<file path="config.mk">
export PLATFORM = sky130hd
export DESIGN_NAME = go_back_n_sender_window_unit
export DESIGN_NICKNAME = d
export VERILOG_FILES = /design/src/sv/gbn_pkg.sv /design/src/sv/gbn_datapath.sv /design/src/sv/gbn_controller.sv /design/src/sv/go_back_n_sender_window_unit.sv
export VERILOG_INCLUDE_DIRS = /design/src /design/src/sv
export SDC_FILE = /design/constraint.sdc
export NUM_CORES = 1
export LEC_CHECK = 0
export ABC_CLOCK_PERIOD_IN_PS = 11430
export BUFFER_PORTS_ARGS = -buffer_cell sky130_fd_sc_hd__buf_2
export CAP_MARGIN = 0
export CORE_AREA = 4 4 127 220
export CTS_BUF_LIST = sky130_fd_sc_hd__clkbuf_4 sky130_fd_sc_hd__clkbuf_8
export DETAILED_ROUTE_END_ITERATION = 8
export DIE_AREA = 0 0 131 224
export HOLD_SLACK_MARGIN = 0.12
export PLACE_DENSITY = 0.65
export SYNTH_ARGS = -nofsm -noshare
export SYNTH_HDL_FRONTEND = slang
export SYNTH_SLANG_ARGS = --single-unit
</file>
<file path="constraint.sdc">
create_clock -name clk -period 11.43 [get_ports clk]
set_clock_uncertainty 0.15 [all_clocks]
set_input_delay 0.5715 -clock clk [delete_from_list [all_inputs] [get_ports clk]]
set_output_delay 0.5715 -clock clk [all_outputs]
set_load 0.005 [all_outputs]
</file>
<file path="src/sv/go_back_n_sender_window_unit_defines.svh">
// ----------------------------------------------------------------------------
// Go-Back-N sender window: assertion macros
// Shared concurrent assertion shorthands, clocked on clk, disabled in rst.
// ----------------------------------------------------------------------------
`ifndef GO_BACK_N_SENDER_WINDOW_UNIT_DEFINES_SVH
`define GO_BACK_N_SENDER_WINDOW_UNIT_DEFINES_SVH

// same-cycle implication
`define GBN_ASSERT_SAME(lbl, ante, cons) \
  lbl: assert property (@(posedge clk) disable iff (rst) (ante) |-> (cons)) \
    else $error("assertion failed: same-cycle check");

// next-cycle implication
`define GBN_ASSERT_NEXT(lbl, ante, cons) \
  lbl: assert property (@(posedge clk) disable iff (rst) (ante) |=> (cons)) \
    else $error("assertion failed: next-cycle check");

`endif

</file>
<file path="src/sv/gbn_pkg.sv">
// ----------------------------------------------------------------------------
// gbn_pkg
// Types, codes and fixed widths shared by the Go-Back-N sender window unit.
// ----------------------------------------------------------------------------
`default_nettype none

package gbn_pkg;

  localparam int CMD_W     = 2;
  localparam int ACK_W     = 16;
  localparam int KIND_W    = 2;
  localparam int SEQ_OUT_W = 16;
  localparam int FLIGHT_W  = 6;
  localparam int WIN_CFG_W = 6;
  localparam int TOT_W     = 16;
  localparam int TMO_W     = 16;
  localparam int CFG_IDX_W = 2;
  localparam int CFG_DAT_W = 16;
  localparam int DUP_W     = 3;

  // input commands
  localparam logic [CMD_W-1:0] CMD_TICK = 2'd0;
  localparam logic [CMD_W-1:0] CMD_ACK  = 2'd1;
  localparam logic [CMD_W-1:0] CMD_SEND = 2'd2;

  // result kinds
  localparam logic [KIND_W-1:0] KIND_STATUS = 2'd0;
  localparam logic [KIND_W-1:0] KIND_NEW    = 2'd1;
  localparam logic [KIND_W-1:0] KIND_RESEND = 2'd2;

  // config register indexes
  localparam logic [CFG_IDX_W-1:0] REG_WINDOW  = 2'd0;
  localparam logic [CFG_IDX_W-1:0] REG_TOTAL   = 2'd1;
  localparam logic [CFG_IDX_W-1:0] REG_TIMEOUT = 2'd2;

  // config reset values
  localparam logic [WIN_CFG_W-1:0] WINDOW_RST  = 6'd30;
  localparam logic [TOT_W-1:0]     TOTAL_RST   = 16'd1;
  localparam logic [TMO_W-1:0]     TIMEOUT_RST = 16'd5000;

  // duplicate ACK counting
  localparam logic [DUP_W-1:0] DUP_ARM_PREV = 3'd2;  // third duplicate arms
  localparam logic [DUP_W-1:0] DUP_MAX      = 3'd7;

  typedef enum logic {
    ST_IDLE,
    ST_BURST
  } ctl_state_t;

  typedef struct packed {
    logic load_item;
    logic load_burst;
  } ctl_cmd_t;

  typedef struct packed {
    logic burst_start;
    logic burst_last;
  } dp_stat_t;

endpackage

`default_nettype wire

</file>
<file path="src/sv/gbn_datapath.sv">
// ----------------------------------------------------------------------------
// gbn_datapath
// Window state, config registers, item evaluation, retransmit burst counter
// and the output register.
// ----------------------------------------------------------------------------
`default_nettype none

module gbn_datapath #(
  parameter int WINDOW_MAX = 32,
  parameter int SEQ_BITS   = 16,
  parameter int TIMER_BITS = 16
) (
  input  wire logic                               clk,
  input  wire logic                               rst,
  input  wire logic                               cfg_we,
  input  wire logic [gbn_pkg::CFG_IDX_W-1:0]      cfg_index,
  input  wire logic [gbn_pkg::CFG_DAT_W-1:0]      cfg_data,
  input  wire logic [gbn_pkg::CMD_W-1:0]          cmd,
  input  wire logic [gbn_pkg::ACK_W-1:0]          ack_num,
  input  wire logic                               checksum_ok,
  input  wire gbn_pkg::ctl_cmd_t                  ctl,
  output gbn_pkg::dp_stat_t                       stat,
  output logic [gbn_pkg::KIND_W-1:0]              kind,
  output logic [gbn_pkg::SEQ_OUT_W-1:0]           seq_num,
  output logic [gbn_pkg::FLIGHT_W-1:0]            in_flight,
  output logic                                    transfer_done,
  output logic                                    last_result
);
  import gbn_pkg::*;

  localparam int CNT_W = $clog2(WINDOW_MAX + 1);
  localparam int SX    = SEQ_BITS + 1;
  localparam int AW    = (SEQ_BITS > ACK_W) ? SEQ_BITS : ACK_W;
  localparam int TW    = (TIMER_BITS > TMO_W) ? TIMER_BITS : TMO_W;

  // config
  logic [WIN_CFG_W-1:0]  window_size;
  logic [TOT_W-1:0]      message_total;
  logic [TMO_W-1:0]      timeout_ticks;

  // window state
  logic [SEQ_BITS-1:0]   window_base, window_base_next;
  logic [SEQ_BITS-1:0]   next_seq, next_seq_next;
  logic [ACK_W-1:0]      last_seen_ack, last_seen_ack_next;
  logic                  last_seen_valid, last_seen_valid_next;
  logic [DUP_W-1:0]      dup_count, dup_count_next;
  logic                  resend_armed, resend_armed_next;
  logic [TIMER_BITS-1:0] elapsed_ticks, elapsed_ticks_next;
  logic                  done_flag, done_flag_next;

  // burst
  logic [SEQ_BITS-1:0]   burst_seq, burst_seq_next;
  logic [CNT_W-1:0]      burst_left, burst_left_next;

  // first result of an item
  logic [KIND_W-1:0]     first_kind;
  logic [SEQ_BITS-1:0]   first_seq;
  logic                  first_last;

  logic                  send_ok;
  logic                  resend;
  logic [CNT_W-1:0]      w_eff;
  logic [SX-1:0]         win_limit;
  logic [SEQ_BITS-1:0]   diff;
  logic [CNT_W-1:0]      cnt_eff;

  always_comb begin
    window_base_next     = window_base;
    next_seq_next        = next_seq;
    last_seen_ack_next   = last_seen_ack;
    last_seen_valid_next = last_seen_valid;
    dup_count_next       = dup_count;
    resend_armed_next    = resend_armed;
    elapsed_ticks_next   = elapsed_ticks;
    done_flag_next       = done_flag;
    send_ok              = 1'b0;
    resend               = 1'b0;

    if (window_size == '0) begin
      w_eff = CNT_W'(1);
    end else if (int'(window_size) > WINDOW_MAX) begin
      w_eff = CNT_W'(WINDOW_MAX);
    end else begin
      w_eff = CNT_W'(window_size);
    end
    win_limit = SX'(window_base) + SX'(w_eff);

    if (!done_flag) begin
      unique case (cmd)
        CMD_ACK: begin
          if (checksum_ok) begin
            if (AW'(ack_num) >= AW'(window_base)) begin
              if (AW'(ack_num) >= AW'(next_seq)) begin
                window_base_next = next_seq;
              end else begin
                window_base_next = SEQ_BITS'(AW'(ack_num) + AW'(1));
              end
            end
            elapsed_ticks_next = '0;
            if (message_total != '0 && ack_num == message_total - TOT_W'(1)) begin
              done_flag_next = 1'b1;
            end else if (!last_seen_valid || last_seen_ack != ack_num) begin
              last_seen_ack_next   = ack_num;
              last_seen_valid_next = 1'b1;
              dup_count_next       = '0;
            end else if (dup_count != DUP_MAX) begin
              dup_count_next = dup_count + DUP_W'(1);
              if (dup_count == DUP_ARM_PREV) begin
                resend_armed_next = 1'b1;
              end
            end
          end
        end
        CMD_TICK: begin
          if (elapsed_ticks != '1) begin
            elapsed_ticks_next = elapsed_ticks + TIMER_BITS'(1);
          end
          resend = (TW'(elapsed_ticks_next) > TW'(timeout_ticks)) || resend_armed;
        end
        CMD_SEND: begin
          send_ok = (SX'(next_seq) < win_limit) &&
                    (AW'(next_seq) < AW'(message_total)) &&
                    (next_seq != '1);
          if (send_ok) begin
            if (window_base == next_seq) begin
              elapsed_ticks_next = '0;
            end
            next_seq_next = next_seq + SEQ_BITS'(1);
          end
          resend = (TW'(elapsed_ticks_next) > TW'(timeout_ticks)) || resend_armed;
        end
        default: begin
        end
      endcase
    end

    if (resend) begin
      elapsed_ticks_next = '0;
      resend_armed_next  = 1'b0;
    end

    diff = next_seq_next - window_base;
    if (!resend) begin
      cnt_eff = '0;
    end else if (diff > SEQ_BITS'(WINDOW_MAX)) begin
      cnt_eff = CNT_W'(WINDOW_MAX);
    end else begin
      cnt_eff = CNT_W'(diff);
    end

    // new packet first, then the resend burst; else one status result
    if (send_ok) begin
      first_kind      = KIND_NEW;
      first_seq       = next_seq;
      first_last      = (cnt_eff == '0);
      burst_seq_next  = window_base;
      burst_left_next = cnt_eff;
    end else if (cnt_eff != '0) begin
      first_kind      = KIND_RESEND;
      first_seq       = window_base;
      first_last      = (cnt_eff == CNT_W'(1));
      burst_seq_next  = window_base + SEQ_BITS'(1);
      burst_left_next = cnt_eff - CNT_W'(1);
    end else begin
      first_kind      = KIND_STATUS;
      first_seq       = '0;
      first_last      = 1'b1;
      burst_seq_next  = window_base;
      burst_left_next = '0;
    end
  end

  assign stat.burst_start = (burst_left_next != '0);
  assign stat.burst_last  = (burst_left == CNT_W'(1));

  always_ff @(posedge clk) begin
    if (rst) begin
      window_size   <= WINDOW_RST;
      message_total <= TOTAL_RST;
      timeout_ticks <= TIMEOUT_RST;
    end else if (cfg_we) begin
      unique case (cfg_index)
        REG_WINDOW:  window_size   <= cfg_data[WIN_CFG_W-1:0];
        REG_TOTAL:   message_total <= cfg_data[TOT_W-1:0];
        REG_TIMEOUT: timeout_ticks <= cfg_data[TMO_W-1:0];
        default: begin
        end
      endcase
    end
  end

  always_ff @(posedge clk) begin
    if (rst) begin
      window_base     <= '0;
      next_seq        <= '0;
      last_seen_ack   <= '0;
      last_seen_valid <= 1'b0;
      dup_count       <= '0;
      resend_armed    <= 1'b0;
      elapsed_ticks   <= '0;
      done_flag       <= 1'b0;
      burst_left      <= '0;
    end else if (ctl.load_item) begin
      window_base     <= window_base_next;
      next_seq        <= next_seq_next;
      last_seen_ack   <= last_seen_ack_next;
      last_seen_valid <= last_seen_valid_next;
      dup_count       <= dup_count_next;
      resend_armed    <= resend_armed_next;
      elapsed_ticks   <= elapsed_ticks_next;
      done_flag       <= done_flag_next;
      burst_left      <= burst_left_next;
    end else if (ctl.load_burst) begin
      burst_left <= burst_left - CNT_W'(1);
    end
  end

  // output register and burst pointer
  always_ff @(posedge clk) begin
    if (ctl.load_item) begin
      kind          <= first_kind;
      seq_num       <= SEQ_OUT_W'(first_seq);
      in_flight     <= FLIGHT_W'(next_seq_next - window_base_next);
      transfer_done <= done_flag_next;
      last_result   <= first_last;
      burst_seq     <= burst_seq_next;
    end else if (ctl.load_burst) begin
      kind        <= KIND_RESEND;
      seq_num     <= SEQ_OUT_W'(burst_seq);
      last_result <= (burst_left == CNT_W'(1));
      burst_seq   <= burst_seq + SEQ_BITS'(1);
    end
  end

endmodule

`default_nettype wire

</file>
<file path="src/sv/gbn_controller.sv">
// ----------------------------------------------------------------------------
// gbn_controller
// Sequencer for item intake and retransmit bursts; owns the output valid.
// ----------------------------------------------------------------------------
`default_nettype none

module gbn_controller (
  input  wire logic              clk,
  input  wire logic              rst,
  input  wire logic              in_valid,
  output logic                   in_ready,
  output logic                   out_valid,
  input  wire logic              out_ready,
  input  wire gbn_pkg::dp_stat_t stat,
  output gbn_pkg::ctl_cmd_t      ctl
);
  import gbn_pkg::*;

  ctl_state_t state, state_next;
  logic       out_valid_next;
  logic       slot_free;

  assign slot_free = !out_valid || out_ready;

  always_ff @(posedge clk) begin
    if (rst) begin
      state     <= ST_IDLE;
      out_valid <= 1'b0;
    end else begin
      state     <= state_next;
      out_valid <= out_valid_next;
    end
  end

  always_comb begin
    state_next     = state;
    in_ready       = 1'b0;
    ctl.load_item  = 1'b0;
    ctl.load_burst = 1'b0;
    unique case (state)
      ST_IDLE: begin
        in_ready      = slot_free;
        ctl.load_item = in_valid && slot_free;
        if (ctl.load_item && stat.burst_start) begin
          state_next = ST_BURST;
        end
      end
      ST_BURST: begin
        ctl.load_burst = slot_free;
        if (slot_free && stat.burst_last) begin
          state_next = ST_IDLE;
        end
      end
    endcase

    if (ctl.load_item || ctl.load_burst) begin
      out_valid_next = 1'b1;
    end else if (out_ready) begin
      out_valid_next = 1'b0;
    end else begin
      out_valid_next = out_valid;
    end
  end

endmodule

`default_nettype wire

</file>
<file path="src/sv/go_back_n_sender_window_unit.sv">
// ----------------------------------------------------------------------------
// go_back_n_sender_window_unit
// Go-Back-N sender window with timeout and fast retransmit.
// Latency: the first result of an item is valid the cycle after it is taken.
// Throughput: one item per cycle when results are taken at once; an item
//   with several results holds off input until its resend burst is out, one
//   result per cycle when results are taken at once, out of the single output register and the burst counter.
// Reset: synchronous rst clears the window state and output valid, and loads
//   window 30, total 1, timeout 5000; no clearing pass.
// ----------------------------------------------------------------------------
`default_nettype none
`include "go_back_n_sender_window_unit_defines.svh"

module go_back_n_sender_window_unit #(
  parameter int WINDOW_MAX = 32,
  parameter int SEQ_BITS   = 16,
  parameter int TIMER_BITS = 16
) (
  input  wire logic                          clk,
  input  wire logic                          rst,
  input  wire logic                          cfg_we,
  input  wire logic [gbn_pkg::CFG_IDX_W-1:0] cfg_index,
  input  wire logic [gbn_pkg::CFG_DAT_W-1:0] cfg_data,
  input  wire logic                          in_valid,
  output logic                               in_ready,
  input  wire logic [gbn_pkg::CMD_W-1:0]     cmd,
  input  wire logic [gbn_pkg::ACK_W-1:0]     ack_num,
  input  wire logic                          checksum_ok,
  output logic                               out_valid,
  input  wire logic                          out_ready,
  output logic [gbn_pkg::KIND_W-1:0]         kind,
  output logic [gbn_pkg::SEQ_OUT_W-1:0]      seq_num,
  output logic [gbn_pkg::FLIGHT_W-1:0]       in_flight,
  output logic                               transfer_done,
  output logic                               last_result
);
  import gbn_pkg::*;

  ctl_cmd_t ctl;
  dp_stat_t stat;

  gbn_controller u_ctl (
    .clk       (clk),
    .rst       (rst),
    .in_valid  (in_valid),
    .in_ready  (in_ready),
    .out_valid (out_valid),
    .out_ready (out_ready),
    .stat      (stat),
    .ctl       (ctl)
  );

  gbn_datapath #(
    .WINDOW_MAX (WINDOW_MAX),
    .SEQ_BITS   (SEQ_BITS),
    .TIMER_BITS (TIMER_BITS)
  ) u_dp (
    .clk           (clk),
    .rst           (rst),
    .cfg_we        (cfg_we),
    .cfg_index     (cfg_index),
    .cfg_data      (cfg_data),
    .cmd           (cmd),
    .ack_num       (ack_num),
    .checksum_ok   (checksum_ok),
    .ctl           (ctl),
    .stat          (stat),
    .kind          (kind),
    .seq_num       (seq_num),
    .in_flight     (in_flight),
    .transfer_done (transfer_done),
    .last_result   (last_result)
  );

  // an accepted item always produces a result next cycle
  `GBN_ASSERT_NEXT(a_item_gives_result, in_valid && in_ready, out_valid)
  // a taken result that is not last is followed by another
  `GBN_ASSERT_NEXT(a_burst_continues, out_valid && out_ready && !last_result, out_valid)
  // no new item while a burst is still pending
  `GBN_ASSERT_SAME(a_no_intake_in_burst, ctl.load_burst, !in_ready)
  // completion is sticky
  `GBN_ASSERT_NEXT(a_done_sticky, out_valid && transfer_done, !out_valid || transfer_done)

endmodule

`default_nettype wire

</file>
# --- Yosys cells after proc, flatten, opt, wreduce, memory -nomap -nowiden ---
# Index checks and enable logic that the tools add are counted.
classes:
  addsub: 12
  n_reduce_logical: 35
  mux: 69
  magnitude_cmp: 8
  bitwise_logic: 3
  n_eq_ne: 17
ops:
  columns: ["operator", "count"]
  rows:
  - ["16-bit two-way mux", 26]
  - ["16-bit by 1-bit adder with 16-bit output, second input constant", 5]
  - ["6-bit two-way mux", 8]
  - ["16-bit case mux with 3 select lines", 1]
  - ["16-bit equality test", 2]
  - ["16-bit greater-or-equal comparator", 2]
  - ["16-bit > comparator", 2]
  - ["16-bit != test, second input constant", 2]
  - ["1-bit two-way mux", 26]
  - ["16-bit by 6-bit adder with 17-bit output", 1]
  - ["16-bit by 17-bit < comparator with 1-bit output", 1]
  - ["16-bit by 6-bit > comparator with 1-bit output, second input constant", 1]
  - ["16-bit < comparator", 1]
  - ["16-bit != test", 1]
  - ["16-bit nonzero test", 1]
  - ["16-bit by 1-bit subtractor with 16-bit output, second input constant", 1]
  - ["16-bit subtractor", 1]
  - ["2-bit nonzero test", 7]
  - ["6-bit by 1-bit equality test with 1-bit output, second input constant", 2]
  - ["6-bit logical NOT", 2]
  - ["6-bit AND reduction", 2]
  - ["6-bit nonzero test", 2]
  - ["6-bit by 1-bit subtractor with 6-bit output, second input constant", 2]
  - ["2-bit two-way mux", 4]
  - ["other kinds (21)", 41]
word_totals:
  register_bits: 158
  wordCells: 164

# --- Depth between registers and ports, before layout ---
depth:
  depth_word: 22
  mapped_depth: 43
  mapped_depth_nobuf: 40

# --- Modules after synthesis ---
# From an unflattened synthesis, not the netlist that was laid out.
hier_totals:
  cells_unflattened: 1616
  hier_area_um2: 13136.3
by_module_without_submodules:
  columns: ["mod", "seq_area_each_um2", "n_inst", "cells_each", "area_each_um2"]
  rows:
  - ["gbn_datapath", 3543.4, 1, 1604, 13030.0]
  - ["gbn_controller", 40.0, 1, 12, 106.4]

# --- Least setup slack after synthesis ---
# No wires, ideal clock.
synth_path:
  kind: "register to register"
  startpoint: "register u_dp.window_size[1]"
  endpoint: "register u_dp.burst_seq[5], data pin"
  stages_incl_launch_ff: 39
  arrival_time_ns: 7.664
  n_path_buf: 5
  slack_ns: 3.334
  t_required_ns: 10.999
  cell_sequence: "dfxtp_1 nor4_1 nor2_1 nor2_1 ha_1 fa_1 a211o_1 o211ai_1 a211oi_1 nand3_1 xnor2_1 ha_1 a211o_1 nor4_1 a21o_1 o211a_4 and4_1 clkbuf_1 [... 3 more ...] inv_1 ha_1 nand2b_1 a211oi_1 o21bai_2 a31o_2 nor4b_1 o2111ai_4 nor2b_2 nand2b_1 ha_1 inv_1 o221a_4 buf_6 buf_2 nand4_1 xnor2_1 a21oi_1"
synth_via:
  word_cells_on_any_way: 28
  cone_classes: "2 x add/sub; 4 x order compare; 17 x mux; 5 x reduce/logical"
synth_rtl:
  columns: ["element", "line", "source"]
  rows:
  - ["from (decl)", "gbn_datapath.sv:37", "logic [WIN_CFG_W-1:0] window_size;"]
  - ["from (signal assigned)", "gbn_datapath.sv:183", "REG_WINDOW: window_size <= cfg_data[WIN_CFG_W-1:0];"]
  - ["6-bit > comparator", "gbn_datapath.sv:81", "end else if (int'(window_size) > WINDOW_MAX) begin"]
  - ["6-bit two-way mux", "gbn_datapath.sv:81", null]
  - ["6-bit two-way mux (*)", "gbn_datapath.sv:79", "if (window_size == '0) begin"]
  - ["16-bit by 6-bit adder with 17-bit output (*)", "gbn_datapath.sv:86", "win_limit = SX'(window_base) + SX'(w_eff);"]
  - ["16-bit by 17-bit < comparator with 1-bit output (*)", "gbn_datapath.sv:121", "send_ok = (SX'(next_seq) < win_limit) &&"]
  - ["1-bit logical AND (*)", "gbn_datapath.sv:121", null]
  - ["1-bit logical AND (*)", "gbn_datapath.sv:122", "(AW'(next_seq) < AW'(message_total)) &&"]
  - ["16-bit two-way mux (*)", "gbn_datapath.sv:124", "if (send_ok) begin"]
  - ["[... 2 more ...]", null, null]
  - ["net u_dp.next_seq_next[1]", "gbn_datapath.sv:43", "logic [SEQ_BITS-1:0] next_seq, next_seq_next;"]
  - ["16-bit subtractor (*)", "gbn_datapath.sv:142", "diff = next_seq_next - window_base;"]
  - ["16-bit by 6-bit > comparator with 1-bit output", "gbn_datapath.sv:145", "end else if (diff > SEQ_BITS'(WINDOW_MAX)) begin"]
  - ["6-bit two-way mux (*)", "gbn_datapath.sv:145", null]
  - ["6-bit two-way mux (*)", "gbn_datapath.sv:143", "if (!resend) begin"]
  - ["6-bit nonzero test (*)", "gbn_datapath.sv:158", "end else if (cnt_eff != '0) begin"]
  - ["16-bit two-way mux (*)", "gbn_datapath.sv:158", null]
  - ["16-bit two-way mux (*)", "gbn_datapath.sv:152", "if (send_ok) begin"]
  - ["16-bit two-way mux (*)", "gbn_datapath.sv:220", "if (ctl.load_item) begin"]
  - ["to (signal assigned)", "gbn_datapath.sv:226", "burst_seq <= burst_seq_next;"]
  - ["to (signal assigned)", "gbn_datapath.sv:231", "burst_seq <= burst_seq + SEQ_BITS'(1);"]
  - ["to (decl)", "gbn_datapath.sv:52", "logic [SEQ_BITS-1:0] burst_seq, burst_seq_next;"]
# The timed path passes the listed nets; every way through them passes the cells marked *. The select of a mux whose other input is x is not followed.
# A chain may end at the register's enable or synchronous reset.

# --- Worst setup path after layout ---
layout_path:
  startpoint: "register u_dp.window_base[1]"
  endpoint: "register u_dp.burst_seq[14], data pin"
layout_via:
  word_cells_on_any_way: 27
  cone_classes: "3 x add/sub; 3 x order compare; 1 x eq/ne; 16 x mux; 4 x reduce/logical"
layout_rtl:
  columns: ["element", "line", "source"]
  rows:
  - ["from (decl)", "gbn_datapath.sv:42", "logic [SEQ_BITS-1:0] window_base, window_base_next;"]
  - ["from (signal assigned)", "gbn_datapath.sv:204", "window_base <= window_base_next;"]
  - ["16-bit by 6-bit adder with 17-bit output", "gbn_datapath.sv:86", null]
  - ["16-bit by 17-bit < comparator with 1-bit output", "gbn_datapath.sv:121", null]
  - ["1-bit logical AND", "gbn_datapath.sv:121", null]
  - ["1-bit logical AND", "gbn_datapath.sv:122", null]
  - ["16-bit two-way mux", "gbn_datapath.sv:124", null]
  - ["16-bit two-way mux", "gbn_datapath.sv:89", "unique case (cmd)"]
  - ["16-bit two-way mux", "gbn_datapath.sv:88", "if (!done_flag) begin"]
  - ["net u_dp.next_seq_next[7]", "gbn_datapath.sv:43", null]
  - ["16-bit subtractor", "gbn_datapath.sv:142", null]
  - ["16-bit by 6-bit > comparator with 1-bit output", "gbn_datapath.sv:145", null]
  - ["6-bit two-way mux", "gbn_datapath.sv:145", null]
  - ["6-bit two-way mux", "gbn_datapath.sv:143", null]
  - ["6-bit nonzero test", "gbn_datapath.sv:158", null]
  - ["16-bit two-way mux", "gbn_datapath.sv:158", null]
  - ["16-bit two-way mux", "gbn_datapath.sv:152", null]
  - ["16-bit two-way mux", "gbn_datapath.sv:220", null]
# The timed path passes the listed nets, and every way through them passes these cells. The select of a mux whose other input is x is not followed.

==> results.cfg <==
[power_and_ir_drop]
power_density_nw_per_um2 = 93.4
power_frac_clock_pct = 34.1
switching_share_pct = 30.3
combPwrFrac_pct = 18.3
p_switching_w = 0.000392
peakVddDrop_v = 0.0000698
p_seq_share_pct = 47.6
p_int_w = 0.000900
p_leak_nw = 5.62
finalPower_w = 0.00129

[yosys]
synthFlopType = dfxtp_1
syn_avg_cell_area_um2 = 7.99
ys_warn_count = 0
synth_simple_gate_area_share_pct = 22.6
synth_compound_gate_area_share_pct = 17.8
synth.mux.area_fraction_pct = 2.77
yosys-top-cells-count = nand2_1 (180), nor2_1 (165), ha_1 (134), dfxtp_1 (116), xnor2_1 (105)
synth_top_area_cell = dfxtp_1
synth_edf_count = 42
ys_ff_latch = 158
syn_inst = 1617
synth_nets = 1796
synth_area_leaders = dfxtp_1 (18%), ha_1 (13%), edfxtp_1 (9.8%)
synth_top_family_by_area = simple AND/OR/NAND/NOR gates
ys_seq_area_share_pct = 27.7
synth_fa_ha_area_share_pct = 13.4
ys_async_sr_fraction_pct = 0
synth_xor_area_share_pct = 10.2
synth_cell_types = 76
netlist_area_um2 = 12900
synth_top_cell_area_share_pct = 18.0
yosysMostFrequentCell = nand2_1

[worst_hold_path]
worst_hold_path_type = primary input to flip-flop
hold_path_startpoint = cfg_data[12]
holdPathStages = 3
worst_hold_path.endpoint = u_dp.timeout_ticks[12]

[floorplanning]
ios = 70
core_area_um2 = 26100
start_util_pct = 49.6
die_x_um = 131
dieArea_um2 = 29300
die_h_um = 224
fp-row-count = 78

[final_layout]
register_area_um2 = 3580
num-fill-cells = 2532
drive_above_1_share_pct = 8.53
area_growth_syn_to_layout_pct = 7.03
multiInputGateArea_um2 = 8660
final_nets = 1809
diodes = 0

[sta]
relSlewSlack_pct = 15.2
finalCritPeriodShare_pct = 88.3
rsz0062_at_grt = false
max_freq_ghz = 0.0991
tns_ns = 0
setup_viol = 0
hold_slack_ns = 0.154
worstMarginPinSlew_ns = 1.26
period_minus_slack_ns = 10.09
hold_violations = 0
finalMaxSlewViolations = 0

[detailed_routing]
first_iter_violations = 678
first_pass_iters = 5
drc_errors = 0
vias = 11700
wirelength_mm = 39.7
postRouteAntennaNets = 0
wl_per_cell_um = 20.2
avgViaCountPerCell = 5.98

[clock_tree]
cts_setup_buffers = 0
insertion_delay_ns = 0.51
cts_hold_buf = 1
clockRootBuffer = clkbuf_8
clkTransAtPathRegs_ns = 0.10
cts_tree = yes
htree_num_levels = 4
numCtsBuffers = 17
clock_tree.buffer_depth = 2
ctsResizeCount = 0
cts.sinks = 158

[setup_path]
cp_max_fo = 31
reg2reg_from = u_dp.window_base[1]
crit_arrival_ns = 10.29
reg2reg_depth = 35
max_stage_delay_ns = 0.84
reg2reg_to = u_dp.burst_seq[14]
endpoint_kind = flip-flop
path_common_cell = ha_1
start_kind = flip-flop
r2r_slack_ns = 1.34
crit_slowest_cell = and4_1
critical_path_class = flip-flop to flip-flop
cp.required_ns = 11.63

[placement]
place_hpwl_mm = 30.6
globalplace.congestion = 1.01
port-buffer-count = 69

[grt]
grt_pass1_wl_mm = 61.9
overflow = 0
grt_pass1_vias = 11600
antenna_found_initial = 0
grt_util_all_layers_pct = 27.3
grt_max_degree = 88

[job]
max_cap_violations = 0

[run_status]
status = completed
==> placed cells by master, fill, tap and decap left out, drive strengths merged, types with 7 or more instances in the layout <==
cell type | Yosys | routed
o21a | 7 | 7
inv | 89 | 92
o211ai | 20 | 20
o21ai | 76 | 76
nor4 | 12 | 12
a22oi | 19 | 19
nor2b | 34 | 34
a211oi | 13 | 13
nor2 | 166 | 166
edfxtp | 42 | 42
nand3 | 46 | 46
clkbuf | 74 | 22
ha | 134 | 134
a221oi | 19 | 19
dfxtp | 116 | 116
a21oi | 105 | 105
xnor2 | 105 | 105
a31oi | 13 | 13
a211o | 8 | 8
a21o | 24 | 24
and4 | 7 | 7
buf | 15 | 82
nand3b | 9 | 9
nand4 | 40 | 40
nor3 | 29 | 29
nand2 | 180 | 180
and3 | 32 | 32
mux2i | 29 | 29
or3 | 9 | 9
o31ai | 8 | 8
nand2b | 24 | 24
xor2 | 46 | 46
==> worst max path at each step <==
stage                         from            endpoint
4_1_cts        u_dp.window_base[1]  u_dp.burst_seq[14]
6_report       u_dp.window_base[1]  u_dp.burst_seq[14]
2_1_floorplan  u_dp.window_size[1]   u_dp.burst_seq[5]
3_5_place_dp   u_dp.window_base[1]  u_dp.burst_seq[14]
5_1_grt        u_dp.window_base[1]   u_dp.burst_seq[9]
3_3_place_gp   u_dp.window_base[1]  u_dp.burst_seq[14]
==> kinds of logic (layout without fill, tap and decap cells) <==
group,after synthesis,after routing
xor+xnor,151,151
fa+ha+maj,137,137
compound gates,349,349
simple gates,609,609
flops,158,158
mux,35,35
buf+inv,178,203
==> flip-flops by register name, summed over array words and instances, names as in the netlist <==
register,flops
u_dp.dup_count,3
u_dp.message_total,16
u_dp.burst_left,6
u_ctl.out_valid,1
u_dp.burst_seq,16
u_dp.last_seen_valid,1
u_dp.window_base,16
u_dp.timeout_ticks,16
u_dp.seq_num,16
u_dp.last_result,1
u_dp.last_seen_ack,16
u_dp.next_seq,16
u_ctl.state,1
u_dp.in_flight,6
u_dp.window_size,6
u_dp.elapsed_ticks,16
u_dp.resend_armed,1
u_dp.done_flag,1
u_dp.kind,2
u_dp.transfer_done,1
==> worst max-delay path: cells and delay by family (launching register included) <==
family                     cells  cell delay [ns]
and+or+nand+nor               14             4.12
buffers and inverters          1             0.12
DFF                            1             0.77
adders and majority gates      4             1.17
AOI/OAI and AO/OA             13             3.20
xor gates and xnor gates       3             0.36
==> power groups by stage <==
stage                     logic [W]  clock network, W  registers [W]
final                      0.000236          0.000440       0.000615
after global routing       0.000264          0.000472       0.000618
after detailed placement   0.000235                 0       0.000628
after CTS                  0.000237          0.000452       0.000615
after global placement     0.000232                 0       0.000627
after floorplan            0.000164                 0       0.000624
==> stage by stage <==
step	setup WS (ns)	utilization, %	instance area, µm²	std cells
after floorplan	3.33	-	12900	1617
after global placement	1.65	51.5	13400	1930
after detailed placement	1.50	51.5	13400	1930
after CTS	1.43	53.1	13800	1962
after global routing	0.608	53.1	13800	1962
final	1.34	53.1	13800	1962
==> final cells by class <==
| class | count | share of cell area, % |
|---|---|---|
| multi-input combinational | 1281 | 62.6 |
| sequential | 158 | 25.9 |
| timing repair buffer | 83 | 3.29 |
| tap | 320 | 2.90 |
| inverter | 89 | 2.42 |
| clock buffer | 22 | 2.05 |
| clock inverter | 9 | 0.787 |
==> layer usage <==
| metal | vias up | GRT usage (%) | routed length, µm |
|---|---|---|---|
| li1 | 5743 | - | - |
| met5 | - | 0 | 0 |
| met2 | 321 | 47.5 | 20000 |
| met4 | 0 | 20.2 | 3130 |
| met1 | 5545 | 29.4 | 15300 |
| met3 | 132 | 3.58 | 1390 |
Power figures use the tool's default switching activity.
